$ cat src/hdl/assert_macros.svh
// shared assertion macros for the design
`ifndef ASSERT_MACROS_SVH
`define ASSERT_MACROS_SVH

// same-cycle implication under synchronous active-low reset
`define ASSERT_IMPL(lbl, clk, rst_n, ante, cons) \
    lbl: assert property (@(posedge clk) disable iff (!rst_n) (ante) |-> (cons)) \
        else $error("same-cycle implication failed");

// next-cycle implication
`define ASSERT_NEXT(lbl, clk, rst_n, ante, cons) \
    lbl: assert property (@(posedge clk) disable iff (!rst_n) (ante) |=> (cons)) \
        else $error("next-cycle implication failed");

// implication after a fixed number of cycles
`define ASSERT_DELAY(lbl, clk, rst_n, ante, dly, cons) \
    lbl: assert property (@(posedge clk) disable iff (!rst_n) (ante) |-> ##(dly) (cons)) \
        else $error("delayed implication failed");

`endif

$ cat src/hdl/ndvi_pkg.sv
package ndvi_pkg;

    // quotient bits per color channel, one per divider cell
    localparam int QUOT_BITS = 8;

    // accept edge to result edge: front stage, cells, output stage
    localparam int PIPE_LAT = QUOT_BITS + 2;

    localparam int CFG_IDX_BITS  = 8;
    localparam int CFG_DATA_BITS = 32;

    // register indexes
    localparam logic [CFG_IDX_BITS-1:0] REG_OPACITY = 8'd0;
    localparam logic [CFG_IDX_BITS-1:0] REG_NODATA  = 8'd1;

    localparam logic [7:0]  ALPHA_RESET  = 8'hFF;
    localparam logic [31:0] NODATA_RESET = 32'h0000_0000;

    typedef struct packed {
        logic valid;
        logic fallback;
    } t_ctrl;

endpackage

$ cat src/hdl/ndvi_pixel_colorizer_unit.sv
// ndvi pixel colorizer: one signed nir/red sample pair in, one argb pixel out
//
// input channel: an item is taken at a rising edge with i_start high and
//   o_busy low; o_busy drops the cycle after reset release and stays low
// result channel: o_done strobes for one cycle with o_pixel_argb and
//   o_used_fallback; the receiver cannot stall, results are never held
// throughput: 1 item per cycle, set by the 8-cell divider chain in which
//   each cell resolves one quotient bit of green and red per clock
// datapath: front stage checks flags, sum and sign, and forms 255*part and
//   the aligned |sum|; 8 cells do restoring division; output stage packs
//   {alpha, red, green, 0} or selects the no-data color
// configuration: i_cfg_valid/o_cfg_ready with i_cfg_index, i_cfg_data;
//   index 0 opacity alpha (low 8 bits), index 1 no-data color; other
//   indexes are dropped; write only while no item is in flight
// reset: synchronous active low; clears the pipe valids, loads alpha 255 and
//   no-data color 0, holds o_busy high and o_cfg_ready low until the cycle
//   after release
`include "assert_macros.svh"

module ndvi_pixel_colorizer_unit #(
    parameter int SAMPLE_BITS = 16
) (
    input  logic                                 i_clk,
    input  logic                                 i_rst_n,
    // item channel
    input  logic                                 i_start,
    output logic                                 o_busy,
    input  logic signed [SAMPLE_BITS-1:0]        i_nir_sample,
    input  logic signed [SAMPLE_BITS-1:0]        i_red_sample,
    input  logic                                 i_nir_missing,
    input  logic                                 i_red_missing,
    // result channel
    output logic                                 o_done,
    output logic [31:0]                          o_pixel_argb,
    output logic                                 o_used_fallback,
    // configuration channel
    input  logic                                 i_cfg_valid,
    output logic                                 o_cfg_ready,
    input  logic [ndvi_pkg::CFG_IDX_BITS-1:0]    i_cfg_index,
    input  logic [ndvi_pkg::CFG_DATA_BITS-1:0]   i_cfg_data
);

    localparam int QB = ndvi_pkg::QUOT_BITS;
    localparam int RW = SAMPLE_BITS + 1 + QB;

    logic            r_ready;
    logic            in_accept;
    logic [7:0]      r_alpha;
    logic [31:0]     r_nodata;

    // divider chain taps, index 0 is the front stage output
    ndvi_pkg::t_ctrl chain_ctrl  [0:QB];
    logic [RW-1:0]   chain_div   [0:QB];
    logic [RW-1:0]   chain_rem_g [0:QB];
    logic [RW-1:0]   chain_rem_r [0:QB];
    logic [QB-1:0]   chain_q_g   [0:QB];
    logic [QB-1:0]   chain_q_r   [0:QB];

    logic            r_done;
    logic [31:0]     n_pixel_argb;
    logic [31:0]     r_pixel_argb;
    logic            r_used_fallback;
    logic            out_pack_ok;

    // ready comes up the cycle after reset is released
    always_ff @(posedge i_clk) begin
        if (!i_rst_n) begin
            r_ready <= 1'b0;
        end else begin
            r_ready <= 1'b1;
        end
    end

    assign o_busy      = ~r_ready;
    assign o_cfg_ready = r_ready;
    assign in_accept   = i_start & r_ready;

    // register file
    always_ff @(posedge i_clk) begin
        if (!i_rst_n) begin
            r_alpha  <= ndvi_pkg::ALPHA_RESET;
            r_nodata <= ndvi_pkg::NODATA_RESET;
        end else if (i_cfg_valid && r_ready) begin
            case (i_cfg_index)
                ndvi_pkg::REG_OPACITY: r_alpha  <= i_cfg_data[7:0];
                ndvi_pkg::REG_NODATA:  r_nodata <= i_cfg_data[31:0];
                default: ;
            endcase
        end
    end

    ndvi_front #(
        .SAMPLE_BITS (SAMPLE_BITS)
    ) u_front (
        .i_clk         (i_clk),
        .i_rst_n       (i_rst_n),
        .i_valid       (in_accept),
        .i_nir         (i_nir_sample),
        .i_red         (i_red_sample),
        .i_nir_missing (i_nir_missing),
        .i_red_missing (i_red_missing),
        .o_ctrl        (chain_ctrl[0]),
        .o_div         (chain_div[0]),
        .o_rem_g       (chain_rem_g[0]),
        .o_rem_r       (chain_rem_r[0])
    );

    assign chain_q_g[0] = '0;
    assign chain_q_r[0] = '0;

    // one cell per quotient bit, msb first; divisor halves along the chain
    for (genvar k = 0; k < QB; k++) begin : g_cell
        ndvi_cell #(
            .RW (RW)
        ) u_cell (
            .i_clk   (i_clk),
            .i_rst_n (i_rst_n),
            .i_ctrl  (chain_ctrl[k]),
            .i_div   (chain_div[k]),
            .i_rem_g (chain_rem_g[k]),
            .i_rem_r (chain_rem_r[k]),
            .i_q_g   (chain_q_g[k]),
            .i_q_r   (chain_q_r[k]),
            .o_ctrl  (chain_ctrl[k+1]),
            .o_div   (chain_div[k+1]),
            .o_rem_g (chain_rem_g[k+1]),
            .o_rem_r (chain_rem_r[k+1]),
            .o_q_g   (chain_q_g[k+1]),
            .o_q_r   (chain_q_r[k+1])
        );
    end

    // pack the pixel or substitute the no-data color
    assign n_pixel_argb = chain_ctrl[QB].fallback ? r_nodata
                        : {r_alpha, chain_q_r[QB], chain_q_g[QB], 8'h00};

    always_ff @(posedge i_clk) begin
        if (!i_rst_n) begin
            r_done <= 1'b0;
        end else begin
            r_done <= chain_ctrl[QB].valid;
        end
    end

    always_ff @(posedge i_clk) begin
        r_pixel_argb    <= n_pixel_argb;
        r_used_fallback <= chain_ctrl[QB].fallback;
    end

    assign o_done          = r_done;
    assign o_pixel_argb    = r_pixel_argb;
    assign o_used_fallback = r_used_fallback;

    assign out_pack_ok = (r_pixel_argb[31:24] == r_alpha) && (r_pixel_argb[7:0] == 8'h00);

    // every accepted item comes out after the fixed latency, and only those
    `ASSERT_DELAY(a_item_out, i_clk, i_rst_n, in_accept, ndvi_pkg::PIPE_LAT, r_done)
    `ASSERT_IMPL(a_out_had_item, i_clk, i_rst_n, r_done, $past(in_accept, ndvi_pkg::PIPE_LAT))
    // computed pixels carry the configured alpha and zero blue
    `ASSERT_IMPL(a_pixel_pack, i_clk, i_rst_n, r_done && !r_used_fallback, out_pack_ok)
    `ASSERT_IMPL(a_fallback_color, i_clk, i_rst_n, r_done && r_used_fallback, r_pixel_argb == r_nodata)
    // once out of reset the block keeps taking items
    `ASSERT_NEXT(a_stays_ready, i_clk, i_rst_n, !o_busy, !o_busy)

endmodule

$ cat src/hdl/ndvi_front.sv
module ndvi_front #(
    parameter int SAMPLE_BITS = 16
) (
    input  logic                          i_clk,
    input  logic                          i_rst_n,
    input  logic                          i_valid,
    input  logic signed [SAMPLE_BITS-1:0] i_nir,
    input  logic signed [SAMPLE_BITS-1:0] i_red,
    input  logic                          i_nir_missing,
    input  logic                          i_red_missing,
    output ndvi_pkg::t_ctrl               o_ctrl,
    output logic [SAMPLE_BITS+ndvi_pkg::QUOT_BITS:0] o_div,
    output logic [SAMPLE_BITS+ndvi_pkg::QUOT_BITS:0] o_rem_g,
    output logic [SAMPLE_BITS+ndvi_pkg::QUOT_BITS:0] o_rem_r
);

    localparam int MW = SAMPLE_BITS + 1;
    localparam int RW = MW + ndvi_pkg::QUOT_BITS;

    logic [MW-1:0] nir_ext;
    logic [MW-1:0] red_ext;
    logic [MW-1:0] sum;
    logic [MW-1:0] nir_mag;
    logic [MW-1:0] red_mag;
    logic [MW-1:0] sum_mag;
    logic          sum_zero;
    logic          nir_bad;
    logic          red_bad;

    ndvi_pkg::t_ctrl n_ctrl;
    ndvi_pkg::t_ctrl r_ctrl;
    logic [RW-1:0]   n_div;
    logic [RW-1:0]   n_rem_g;
    logic [RW-1:0]   n_rem_r;
    logic [RW-1:0]   r_div;
    logic [RW-1:0]   r_rem_g;
    logic [RW-1:0]   r_rem_r;

    assign nir_ext = MW'(i_nir);
    assign red_ext = MW'(i_red);
    assign sum     = nir_ext + red_ext;

    assign nir_mag = nir_ext[MW-1] ? (~nir_ext + 1'b1) : nir_ext;
    assign red_mag = red_ext[MW-1] ? (~red_ext + 1'b1) : red_ext;
    assign sum_mag = sum[MW-1]     ? (~sum + 1'b1)     : sum;

    // a nonzero sample whose sign differs from the sum puts ndvi outside -1..1
    assign sum_zero = (sum == '0);
    assign nir_bad  = (nir_ext != '0) && (nir_ext[MW-1] != sum[MW-1]);
    assign red_bad  = (red_ext != '0) && (red_ext[MW-1] != sum[MW-1]);

    always_comb begin
        n_ctrl.valid    = i_valid;
        n_ctrl.fallback = i_nir_missing | i_red_missing | sum_zero | nir_bad | red_bad;
        // dividend 255 * part, divisor aligned to the top quotient bit
        n_rem_g = {nir_mag, ndvi_pkg::QUOT_BITS'(0)} - RW'(nir_mag);
        n_rem_r = {red_mag, ndvi_pkg::QUOT_BITS'(0)} - RW'(red_mag);
        n_div   = RW'({sum_mag, (ndvi_pkg::QUOT_BITS-1)'(0)});
    end

    always_ff @(posedge i_clk) begin
        if (!i_rst_n) begin
            r_ctrl <= '0;
        end else begin
            r_ctrl <= n_ctrl;
        end
    end

    always_ff @(posedge i_clk) begin
        r_div   <= n_div;
        r_rem_g <= n_rem_g;
        r_rem_r <= n_rem_r;
    end

    assign o_ctrl  = r_ctrl;
    assign o_div   = r_div;
    assign o_rem_g = r_rem_g;
    assign o_rem_r = r_rem_r;

endmodule

$ cat src/hdl/ndvi_cell.sv
module ndvi_cell #(
    parameter int RW = 25
) (
    input  logic                              i_clk,
    input  logic                              i_rst_n,
    input  ndvi_pkg::t_ctrl                   i_ctrl,
    input  logic [RW-1:0]                     i_div,
    input  logic [RW-1:0]                     i_rem_g,
    input  logic [RW-1:0]                     i_rem_r,
    input  logic [ndvi_pkg::QUOT_BITS-1:0]    i_q_g,
    input  logic [ndvi_pkg::QUOT_BITS-1:0]    i_q_r,
    output ndvi_pkg::t_ctrl                   o_ctrl,
    output logic [RW-1:0]                     o_div,
    output logic [RW-1:0]                     o_rem_g,
    output logic [RW-1:0]                     o_rem_r,
    output logic [ndvi_pkg::QUOT_BITS-1:0]    o_q_g,
    output logic [ndvi_pkg::QUOT_BITS-1:0]    o_q_r
);

    logic fit_g;
    logic fit_r;

    ndvi_pkg::t_ctrl                r_ctrl;
    logic [RW-1:0]                  n_rem_g;
    logic [RW-1:0]                  n_rem_r;
    logic [RW-1:0]                  r_div;
    logic [RW-1:0]                  r_rem_g;
    logic [RW-1:0]                  r_rem_r;
    logic [ndvi_pkg::QUOT_BITS-1:0] n_q_g;
    logic [ndvi_pkg::QUOT_BITS-1:0] n_q_r;
    logic [ndvi_pkg::QUOT_BITS-1:0] r_q_g;
    logic [ndvi_pkg::QUOT_BITS-1:0] r_q_r;

    // one restoring step per lane, both lanes share the divisor
    assign fit_g   = (i_rem_g >= i_div);
    assign fit_r   = (i_rem_r >= i_div);
    assign n_rem_g = fit_g ? (i_rem_g - i_div) : i_rem_g;
    assign n_rem_r = fit_r ? (i_rem_r - i_div) : i_rem_r;
    assign n_q_g   = {i_q_g[ndvi_pkg::QUOT_BITS-2:0], fit_g};
    assign n_q_r   = {i_q_r[ndvi_pkg::QUOT_BITS-2:0], fit_r};

    always_ff @(posedge i_clk) begin
        if (!i_rst_n) begin
            r_ctrl <= '0;
        end else begin
            r_ctrl <= i_ctrl;
        end
    end

    always_ff @(posedge i_clk) begin
        r_div   <= i_div >> 1;
        r_rem_g <= n_rem_g;
        r_rem_r <= n_rem_r;
        r_q_g   <= n_q_g;
        r_q_r   <= n_q_r;
    end

    assign o_ctrl  = r_ctrl;
    assign o_div   = r_div;
    assign o_rem_g = r_rem_g;
    assign o_rem_r = r_rem_r;
    assign o_q_g   = r_q_g;
    assign o_q_r   = r_q_r;

endmodule
$ cat config.mk
export PLATFORM = sky130hd
export DESIGN_NAME = ndvi_pixel_colorizer_unit
export DESIGN_NICKNAME = d
export VERILOG_FILES = /design/src/hdl/ndvi_pkg.sv /design/src/hdl/ndvi_pixel_colorizer_unit.sv /design/src/hdl/ndvi_front.sv /design/src/hdl/ndvi_cell.sv
export VERILOG_INCLUDE_DIRS = /design/src /design/src/hdl
export SDC_FILE = /design/constraint.sdc
export NUM_CORES = 1
export LEC_CHECK = 0
export BUFFER_PORTS_ARGS = -buffer_cell sky130_fd_sc_hd__buf_2
export CORE_MARGIN = 5
export CORE_UTILIZATION = 35
export CTS_CLUSTER_SIZE = 28
export DETAILED_ROUTE_END_ITERATION = 12
export PLACE_DENSITY_LB_ADDON = 0.15
export SLEW_MARGIN = 20
export SYNTH_ARGS = -nofsm -noshare
export SYNTH_HDL_FRONTEND = slang
export SYNTH_SLANG_ARGS = --single-unit
$ cat constraint.sdc
create_clock -name i_clk -period 6.64 [get_ports i_clk]
set_clock_uncertainty 0.2 [all_clocks]
set_input_delay 1.328 -clock i_clk [delete_from_list [all_inputs] [get_ports i_clk]]
set_output_delay 1.328 -clock i_clk [all_outputs]
set_load 0.01 [all_outputs]
### Yosys cells after proc, flatten, opt, wreduce, memory -nomap -nowiden

Index checks and enable logic that the tools add are counted.

| storage, ports and cells | value |
|---|---|
| flip-flop bits (word level) | 701 |
| bits of input ports | 78 |
| output and inout port bits | 36 |
| word-level logic and storage cells | 142 |

| operators by class | value |
|---|---|
| add/subtract/negate cells | 20 |
| order comparisons | 16 |
| eq/ne operators | 3 |
| mux-type cells | 19 |
| bitwise gates (word level) | 9 |
| reductions and logical operators | 9 |

Operators with widths:

| operator | number |
|---|---|
| two-way mux 25 bit | 14 |
| adder 17 x 1 -> 17 bit (second input constant) | 3 |
| inverter 17 bit | 3 |
| >= comparator 25 x 17 -> 1 bit | 2 |
| >= comparator 25 x 18 -> 1 bit | 2 |
| >= comparator 25 x 19 -> 1 bit | 2 |
| >= comparator 25 x 20 -> 1 bit | 2 |
| >= comparator 25 x 21 -> 1 bit | 2 |
| >= comparator 25 x 22 -> 1 bit | 2 |
| >= comparator 25 x 23 -> 1 bit | 2 |
| >= comparator 25 x 24 -> 1 bit | 2 |
| subtractor 25 x 17 -> 25 bit | 2 |
| subtractor 25 x 18 -> 25 bit | 2 |
| subtractor 25 x 19 -> 25 bit | 2 |
| subtractor 25 x 20 -> 25 bit | 2 |
| subtractor 25 x 21 -> 25 bit | 2 |
| subtractor 25 x 22 -> 25 bit | 2 |
| subtractor 25 x 23 -> 25 bit | 2 |
| subtractor 25 x 24 -> 25 bit | 2 |
| two-way mux 17 bit | 2 |
| nonzero test 17 bit | 2 |
| two-way mux 32 bit | 1 |
| adder 16 x 16 -> 17 bit | 1 |
| logical NOT 17 bit | 1 |
| 10 further kinds | 17 |

### Longest topological paths before layout

Gate-level depths: netlist (run 1).

| depth | value |
|---|---|
| depth after elaboration | 5 |
| mapped depth | 17 |
| gate-level depth less buffers | 16 |

### Hierarchy

From an unflattened synthesis (run 1), not the netlist that was laid out.

| unflattened totals | value |
|---|---|
| cell total of the unflattened synthesis | 5527 |
| area, all modules | 49840.3 µm² |

By module, submodules not included:

| module | instances | cells each | area an instance (µm²) | sequential area each (µm²) |
|---|---|---|---|---|
| ndvi_cell at g_cell[1].u_cell ... | 3 | 574 | 5186.2 | 1841.8 |
| ndvi_cell at g_cell[5].u_cell ... | 2 | 579 | 5346.4 | 1841.8 |
| ndvi_front | 1 | 656 | 5507.8 | 1381.3 |
| ndvi_cell at g_cell[7].u_cell | 1 | 581 | 5267.6 | 1841.8 |
| ndvi_cell at g_cell[0].u_cell | 1 | 577 | 5052.3 | 1841.8 |
| ndvi_cell at g_cell[4].u_cell | 1 | 581 | 5006.1 | 1841.8 |
| ndvi_pixel_colorizer_unit | 1 | 252 | 2755.1 | 1501.4 |

### Least setup slack after synthesis (run 1)

Ideal clock, no wire load.

| timing path | value |
|---|---|
| path kind | input port to flip-flop |
| start point | in i_nir_sample[3] |
| end point | reg u_front.r_rem_g[21], in the netlist u_front.o_rem_g[21] |
| library setup time | 140 ps |
| data arrival time | 4767 ps |
| required time | 6300 ps |
| path slack | 1533 ps |
| stages | 16 |
| path buffers | 2 |
| cells stage by stage | clkbuf_1 > or3_1 > clkbuf_1 > o41a_1 > xor2_1 > inv_1 > ha_1 > a21o_1 > maj3_1 > a22o_1 > nor3b_1 > o31ai_1 > a2111oi_2 > o31ai_2 > a21oi_1 > xor2_1 |

| between the ends | value |
|---|---|
| word-level cells in the longest chain between the ends | 4 |

Ends and longest elaborated chain:

| what | RTL line | source |
|---|---|---|
| from (decl) | ndvi_pixel_colorizer_unit.sv:28 | `input logic signed [SAMPLE_BITS-1:0] i_nir_sample,` |
| inverter 17 bit | ndvi_front.sv:43 | `assign nir_mag = nir_ext[MW-1] ? (~nir_ext + 1'b1) : nir_ext;` |
| adder 17 x 1 -> 17 bit | ndvi_front.sv:43 |  |
| two-way mux 17 bit (*) | ndvi_front.sv:43 |  |
| subtractor 25 x 17 -> 25 bit (*) | ndvi_front.sv:56 | `n_rem_g = {nir_mag, ndvi_pkg::QUOT_BITS'(0)} - RW'(nir_mag);` |
| named net u_front.n_rem_g[21] | ndvi_front.sv:33 | `logic [RW-1:0] n_rem_g;` |
| to (signal assigned) | ndvi_front.sv:71 | `r_rem_g <= n_rem_g;` |
| to (decl) | ndvi_front.sv:36 | `logic [RW-1:0] r_rem_g;` |

The timed path passes the listed nets; every way through them passes the cells marked *.
A chain may end at the register's enable or synchronous reset.

### Final worst setup path (run 1)

| timing path | value |
|---|---|
| start point | in i_nir_sample[4] |
| end point | reg u_front.r_rem_g[21], in the netlist u_front.o_rem_g[21] |

Same word-level chain as after synthesis.

==> summary.txt, run 1 <==
PLACED DESIGN
------------------------------------------------------------------------------------
Placed standard-cell area                                                  37000 um2
Dpl hpwl                                                                    76350 um
Routability congestion estimate from global placement                         0.9088
Pre-CTS WS                                                                  1.085 ns
Port Buf Inserts                                                                 113

LOGIC SYNTHESIS
------------------------------------------------------------------------------------
Post-synth cell types                                                             97
Area share of the largest cell type after synthesis                           0.4010
Most instantiated flip-flop cell in the synthesis netlist               sky130_fd_sc_hd__dfxtp_1
Count of mapped cells out of synthesis                                          3871
Cell area after synthesis                                                  35000 um2
Syn avg cell area                                                          9.041 um2
Sequential element share of the synthesized area                              0.4010
Cell types occupying the most area after synthesis                      sky130_fd_sc_hd__dfxtp_1, sky130_fd_sc_hd__ha_1, sky130_fd_sc_hd__xnor2_1
Number of synthesized flops with an enable pin                                     0
Number of synthesized register bits                                              701
Area leader, netlist                                                    sky130_fd_sc_hd__dfxtp_1
Yosys Warn Count                                                                   0
Proportion of synthesized flip-flops having asynchronous set or reset              0

FLOORPLAN
------------------------------------------------------------------------------------
Horizontal die dimension                                                    326.2 um
Top-level port count                                                             114
Row cnt                                                                          116
Core footprint                                                             99710 um2
Die height                                                                  326.2 um
Overall die area                                                          106400 um2
Starting Density                                                              0.3510

WORST SETUP PATH
------------------------------------------------------------------------------------
Setup slack of the most critical reg-to-reg path                             2.32 ns
CP max-delay cell                                                       sky130_fd_sc_hd__or3_1
Crit path from                                                          i_nir_sample[4]
Launching point of the worst reg2reg path                               g_cell[1].u_cell.o_div[5]
WP data arrival                                                              5.34 ns
Instance count on the critical path                                               15
Delay-heaviest family, CP                                               compound AO/OA/AOI/OAI gates
Type of element launching the critical path                               input port
Cells traversed along the worst timing path                             buf_2 > or3_1 > o41a_1 > xor2_1 > inv_1 > ha_1 > a21o_1 > maj3_1 > a22o_1 > nor3b_1 > o31ai_1 > a2111oi_2 > o31ai_2 > a21oi_1 > xor2_1
Worst Setup End Kind                                                       flip-flop
Path depth of the worst reg2reg path                                              12
Dominant cell type by count on the critical path                        sky130_fd_sc_hd__xor2_1
Startpoint-to-endpoint class of the critical path                          in -> reg
Slowest cell delay on critical path                                          0.50 ns
Largest driver fanout on the critical path                                        14
Reg2Reg Capture Point                                                   g_cell[2].u_cell.o_rem_r[7]
Worst path bufs/invs                                                               2
Endpoint required time on the critical path                                  7.00 ns

TIMING
------------------------------------------------------------------------------------
Slew margin rel.                                                              0.3210
Fmax achieved                                                              200.7 MHz
Final-report max-slew violation count                                              0
Total negative slack                                                            0 ns
Worst-margin pin slew                                                       1.009 ns
Fin. Hold Viols                                                                    0
RSZ-0062 raised after global routing                                           false
Slack of the critical path                                                  1.657 ns
Total of endpoints with negative setup slack in the final report                   0
Time the final worst path needs with I/O delays and setup                   4.983 ns
Ratio of final minimum period to clock period                                 0.7505

CTS
------------------------------------------------------------------------------------
Number of gates resized after CTS                                                  0
Clock transition at path regs                                                0.06 ns
Number of sinks driven by the clock tree                                         701
Maximum level of the CTS H-tree                                                    3
Cell at the root of the clock tree                                      sky130_fd_sc_hd__clkbuf_16
Postcts setup bufs                                                                 0
Maximum clock path buffer count                                                    3
CTS Buf Count                                                                     80
Worst-Skew Late Latency                                                      0.64 ns
Number of buffers inserted by hold repair at cts                                   0
Clock tree from TritonCTS                                                      built

RUN
------------------------------------------------------------------------------------
# Max-Cap Violations                                                               0

GRT
------------------------------------------------------------------------------------
GRT overflow                                                                       0
Initial antenna violation count                                                    0
Number of global-route vias before repair                                      26370
Pin count of the biggest net entering global routing                              61
Tot GR Track Use                                                              0.1705
Wire length of the first global-routing pass                               145100 um

HOLD PATH
------------------------------------------------------------------------------------
Type of the worst min-delay path                                          reg -> reg
Start point of the worst hold path                                      g_cell[4].u_cell.o_q_g[3]
Number of cells on the worst hold path                                             0
Hold Crit Endpoint                                                      g_cell[5].u_cell.o_q_g[4]

ROUTE
------------------------------------------------------------------------------------
Average wire length per cell after detail routing                           17.49 um
Total Wirelength                                                            93590 um
Vias per inst                                                                  4.981
Vias                                                                           26650
Post-DRT Antenna Nets                                                              0
Starting DRC count in detailed routing                                          1239
1st-pass router iterations                                                         5
Remaining design rule violation count                                              0

FINAL LAYOUT
------------------------------------------------------------------------------------
Proportion of layout cells with a drive suffix above 1                        0.1017
Finished Cell Area                                                         39800 um2
Syn-to-layout area delta                                                      13.74%
Layout Nets                                                                     4385
Antenna diode count                                                                0

POWER AND IR DROP
------------------------------------------------------------------------------------
Power per cell area                                                     601.8 nW/um2
VDD IR-drop max                                                            0.2440 mV
Cell leakage power                                                          17.11 nW
PnR Total Power                                                             23.95 mW

RUN STATUS
------------------------------------------------------------------------------------
Status                                                                     completed

power breakdown:
group / internal [mW] / switching [mW] / leakage, nW
registers: 5.91 / 1.02 / 5.87
logic: 5.41 / 7.03 / 9.87
clock network: 2.78 / 1.80 / 1.37
total: 14.1 / 9.85 / 17.1
final cells by class:
class                   instances  area, um2
multi-input cells            2808      19630
well taps                    1298       1624
repair buffers                132      708.2
clock buffers                 103       2218
fillers                      9949      59910
clock inverters                41      585.6
inverters                     267       1002
flip-flops and latches        701      14030
worst register-to-register path: stages (launching register included):
cell and delay, ns:
sky130_fd_sc_hd__dfxtp_1 0.34, sky130_fd_sc_hd__ha_1 0.24, sky130_fd_sc_hd__fa_1 0.41, sky130_fd_sc_hd__nor2b_1 0.13, sky130_fd_sc_hd__o21ai_0 0.12, sky130_fd_sc_hd__a21boi_0 0.31, sky130_fd_sc_hd__o41ai_1 0.22, sky130_fd_sc_hd__o311ai_0 0.54
sky130_fd_sc_hd__a31oi_1 0.33, sky130_fd_sc_hd__o31ai_4 0.83, sky130_fd_sc_hd__buf_4 0.32, sky130_fd_sc_hd__nor2_1 0.05, sky130_fd_sc_hd__a21oi_1 0.18
flip-flops by register name, indices dropped and copies added (netlist names), 32 cells and up:
| signal | cells |
|---|---|
| g_cell.u_cell.o_div | 119 |
| g_cell.u_cell.o_q_g | 36 |
| g_cell.u_cell.o_q_r | 36 |
| g_cell.u_cell.o_rem_g | 175 |
| g_cell.u_cell.o_rem_r | 175 |
| o_pixel_argb | 32 |
| r_nodata | 32 |
synthesized netlist by cell type, types with 22 or more instances:
master                     instances
sky130_fd_sc_hd__a21boi_0         50
sky130_fd_sc_hd__a21o_1           84
sky130_fd_sc_hd__a21oi_1         282
sky130_fd_sc_hd__a31oi_1          29
sky130_fd_sc_hd__and2_1           41
sky130_fd_sc_hd__and3_1           27
sky130_fd_sc_hd__clkbuf_1         83
sky130_fd_sc_hd__dfxtp_1         701
sky130_fd_sc_hd__ha_1            302
sky130_fd_sc_hd__inv_1           266
sky130_fd_sc_hd__mux2_2           75
sky130_fd_sc_hd__nand2_1         330
sky130_fd_sc_hd__nand2b_1         52
sky130_fd_sc_hd__nand3_1          62
sky130_fd_sc_hd__nand4_1          33
sky130_fd_sc_hd__nor2_1          287
sky130_fd_sc_hd__nor2b_1          49
sky130_fd_sc_hd__nor3_1           78
sky130_fd_sc_hd__nor4_1           43
sky130_fd_sc_hd__o211ai_1         22
sky130_fd_sc_hd__o21a_1           35
sky130_fd_sc_hd__o21ai_0         213
sky130_fd_sc_hd__o31ai_1          38
sky130_fd_sc_hd__or3_1            44
sky130_fd_sc_hd__xnor2_1         176
sky130_fd_sc_hd__xor2_1          137
per-stage QoR:
stage                 util  hold WS (ns)  cells
detailed placement  0.3711        0.1121   5206
finish              0.3992        0.1213   5350
CTS                 0.3992        0.1195   5350
global route        0.3992        0.1222   5350
global placement    0.3711        0.1101   5206
floorplan                -        0.1096   3872
cells by family after synthesis:
family / share of synthesized area
AOI/OAI and AO/OA: 0.1726
xor gates and xnor gates: 0.07926
adders and majority gates: 0.1171
buffers and inverters: 0.03958
DFF: 0.4010
muxes: 0.02971
other: 0.0001072
and+or+nand+nor: 0.1606
worst max-delay path by stage:
stage | end | slack [ns]
after floorplan | u_front.o_rem_g[21] | 1.53
after global placement | u_front.o_rem_g[19] | 1.14
after global routing | u_front.o_rem_g[19] | 1.53
final | u_front.o_rem_g[21] | 1.66
after detailed placement | u_front.o_rem_g[21] | 1.08
after CTS | u_front.o_rem_g[21] | 1.76
per-layer routing:
| metal | global-route usage | wire length, um |
|---|---|---|
| met2 | 0.3213 | 47930 |
| met1 | 0.1955 | 39550 |
| met4 | 0.06768 | 3908 |
| met3 | 0.02039 | 2198 |
| met5 | 0 | 0 |
cells in the final DEF, fill, tap and decap left out, types with 62 or more instances in the layout:
cell type / n
sky130_fd_sc_hd__xnor2_1: 176
sky130_fd_sc_hd__nand2_1: 330
sky130_fd_sc_hd__nor3_1: 78
sky130_fd_sc_hd__a21o_1: 84
sky130_fd_sc_hd__mux2_2: 75
sky130_fd_sc_hd__dfxtp_1: 701
sky130_fd_sc_hd__nor2_1: 286
sky130_fd_sc_hd__inv_1: 266
sky130_fd_sc_hd__nand3_1: 62
sky130_fd_sc_hd__o21ai_0: 212
sky130_fd_sc_hd__buf_2: 113
sky130_fd_sc_hd__a21oi_1: 280
sky130_fd_sc_hd__clkbuf_16: 80
sky130_fd_sc_hd__xor2_1: 137
sky130_fd_sc_hd__ha_1: 302
Power figures use the tool's default switching activity.
==> inputs of run 2 (changes only) <==
clock period = 5.1 ns   (was 6.64 ns; I/O delays follow)
==> run 2 against run 1 <==
  * Clock-buffer cell count up 13
  * Sequential share of layout area shrank 0.13 points
  * Critical path depth stayed put
  * Cell count up 0.54%
  * Non-clock buffer count is 27 higher
  * Setup slack worse by 0.76 ns
==> summary.txt, run 2 (synthesis gave the netlist of run 1 again) <==
RUN STATUS
--------------------------------------------------------------------------------
Status                                                                 completed

FLOORPLAN
--------------------------------------------------------------------------------
Die height                                                              326.2 um
Starting Density                                                          0.3510
Overall die area                                                      106400 um2
Row cnt                                                                      116
Top-level port count                                                         114
Horizontal die dimension                                                326.2 um
Core footprint                                                         99710 um2

FINAL LAYOUT
--------------------------------------------------------------------------------
Syn-to-layout area delta                                                  14.17%
Layout Nets                                                                 4411
Proportion of layout cells with a drive suffix above 1                    0.1066
Most frequent cells in the layout                                   sky130_fd_sc_hd__dfxtp_1, sky130_fd_sc_hd__nand2_1, sky130_fd_sc_hd__ha_1
Number of fillers in the final layout                                       9995
Fraction of the core area covered by cells at the end of the flow         0.4007
Antenna diode count                                                            0
Leading cell type in the layout, fill and taps excluded             sky130_fd_sc_hd__dfxtp_1

CTS
--------------------------------------------------------------------------------
Clock transition at path regs                                            0.06 ns
Maximum clock path buffer count                                                3
Maximum level of the CTS H-tree                                                3
Number of sinks driven by the clock tree                                     701
Worst-Skew Late Latency                                                  0.64 ns
CTS Buf Count                                                                 79
Number of gates resized after CTS                                              0
Postcts setup bufs                                                             0
Number of buffers inserted by hold repair at cts                               0
Cell at the root of the clock tree                                  sky130_fd_sc_hd__clkbuf_16
Clock tree from TritonCTS                                                  built

WORST SETUP PATH
--------------------------------------------------------------------------------
Slowest cell delay on critical path                                      0.42 ns
CP max-delay cell                                                   sky130_fd_sc_hd__o41a_1
Startpoint-to-endpoint class of the critical path                      in -> reg
Dominant cell type by count on the critical path                    sky130_fd_sc_hd__xor2_1
Endpoint required time on the critical path                              5.47 ns
Worst Setup End Kind                                                   flip-flop
Cells traversed along the worst timing path                         buf_2 > or3_1 > o41a_1 > xor2_1 > inv_1 > ha_1 > a21o_1 > maj3_1 > a22o_1 > nor3b_1 > o31ai_1 > a2111oi_2 > o31ai_2 > a21oi_1 > xor2_1
Largest driver fanout on the critical path                                     4
Type of element launching the critical path                           input port
WP data arrival                                                          4.57 ns

HOLD PATH
--------------------------------------------------------------------------------
Type of the worst min-delay path                                      reg -> reg

TIMING
--------------------------------------------------------------------------------
Fin. Hold Viols                                                                0
RSZ-0062 raised after global routing                                       false
Slack of the critical path                                             0.9007 ns
Total of endpoints with negative setup slack in the final report               0
Ratio of final minimum period to clock period                             0.8234
Final-report max-slew violation count                                          0
Total negative slack                                                        0 ns
Time the final worst path needs with I/O delays and setup               4.199 ns
Slew margin rel.                                                          0.3007
Worst-margin pin slew                                                   1.049 ns
Fmax achieved                                                          238.1 MHz

RUN
--------------------------------------------------------------------------------
# Max-Cap Violations                                                           0

POWER AND IR DROP
--------------------------------------------------------------------------------
Fraction of power spent switching nets                                    0.4128
Net Sw Power                                                            12.86 mW
Cell leakage power                                                      17.21 nW
Internal power contribution                                             18.29 mW
Logic pwr share                                                            0.524
Clock share of power                                                       0.187
Power per cell area                                                 779.6 nW/um2
Relative contribution of sequential cells to total power                   0.289
VDD IR-drop max                                                        0.3002 mV

GRT
--------------------------------------------------------------------------------
Initial antenna violation count                                                1
Pin count of the biggest net entering global routing                          61
GRT overflow                                                                   0
Tot GR Track Use                                                          0.1725
Wire length of the first global-routing pass                           146900 um
Number of global-route vias before repair                                  26630

PLACED DESIGN
--------------------------------------------------------------------------------
Port Buf Inserts                                                             113
Pre-CTS WS                                                             0.2670 ns
Routability congestion estimate from global placement                     0.9219
Dpl hpwl                                                                77350 um

ROUTE
--------------------------------------------------------------------------------
Total Wirelength                                                        94550 um
Average wire length per cell after detail routing                       17.58 um
1st-pass router iterations                                                     5
Remaining design rule violation count                                          0
Post-DRT Antenna Nets                                                          0
Vias                                                                       26730
Vias per inst                                                              4.970
Starting DRC count in detailed routing                                      1468

run 2: cell count changes in the layout (fill, tap and decap cells not counted), sizes merged:
| cell | previous run | this run |
|---|---|---|
| clkbuf | 103 | 116 |
| clkinvlp | 4 | 5 |
| inv | 274 | 270 |
| clkinv | 20 | 16 |
| bufinv | 10 | 6 |
| buf | 132 | 159 |
run 2: metal layers:
metal	share of wire	GRT usage	up-vias
li1	-	-	13920
met1	0.42	0.1979	12210
met2	0.50	0.3142	410
met3	0.024	0.02051	200
met4	0.058	0.09052	0
met5	0	0	-
run 2: stage by stage:
| step | std cells | total power [mW] | hold WS (ns) | instance area [um2] |
|---|---|---|---|---|
| floorplan | 3872 | 21.01 | 0.1096 | 35000 |
| global placement | 5233 | 25.36 | 0.1098 | 37200 |
| detailed placement | 5233 | 25.39 | 0.1121 | 37200 |
| CTS | 5379 | 31.41 | 0.1063 | 39950 |
| global route | 5379 | 33.75 | 0.1062 | 39960 |
| finish | 5379 | 31.15 | 0.1121 | 39960 |
run 2: power groups by stage:
stage	logic [mW]	registers, mW	clock network [mW]
global placement	16.2	9.15	0
finish	16.3	9.01	5.83
detailed placement	16.3	9.14	0
global route	18.2	9.25	6.26
floorplan	12.5	8.52	0
CTS	16.4	9.02	6.03
run 2: layout make-up:
type / count / area (um2) / share of cell area
Multi-Input combinational cell: 2808 / 19630 / 0.4913
Timing Repair Buffer: 159 / 913.4 / 0.02286
Sequential cell: 701 / 14030 / 0.3512
Tap cell: 1298 / 1624 / 0.04065
Inverter: 267 / 1002 / 0.02508
Clock buffer: 116 / 2326 / 0.05821
Clock inverter: 30 / 425.4 / 0.01065
run 2: final timing paths:
check	depth (start not counted)	start	to	slack, ns
worst max register to register	11	u_front.o_div[7]	g_cell[0].u_cell.o_rem_g[7]	1.04
worst min register to register	0	g_cell[5].u_cell.o_q_g[1]	g_cell[6].u_cell.o_q_g[2]	0.11
worst min-delay path	0	g_cell[5].u_cell.o_q_g[1]	g_cell[6].u_cell.o_q_g[2]	0.11
worst max-delay path	15	i_nir_sample[4]	u_front.o_rem_g[21]	0.90
run 2: worst max-delay path, delay by kind of cell:
| kind | cells | cell delay, ns |
|---|---|---|
| XOR/XNOR | 2 | 0.38 |
| AND/OR/NAND/NOR | 2 | 0.59 |
| adder cells (fa/ha/maj) | 2 | 0.67 |
| buffers and inverters | 2 | 0.22 |
| AO/OA/AOI/OAI | 7 | 1.70 |
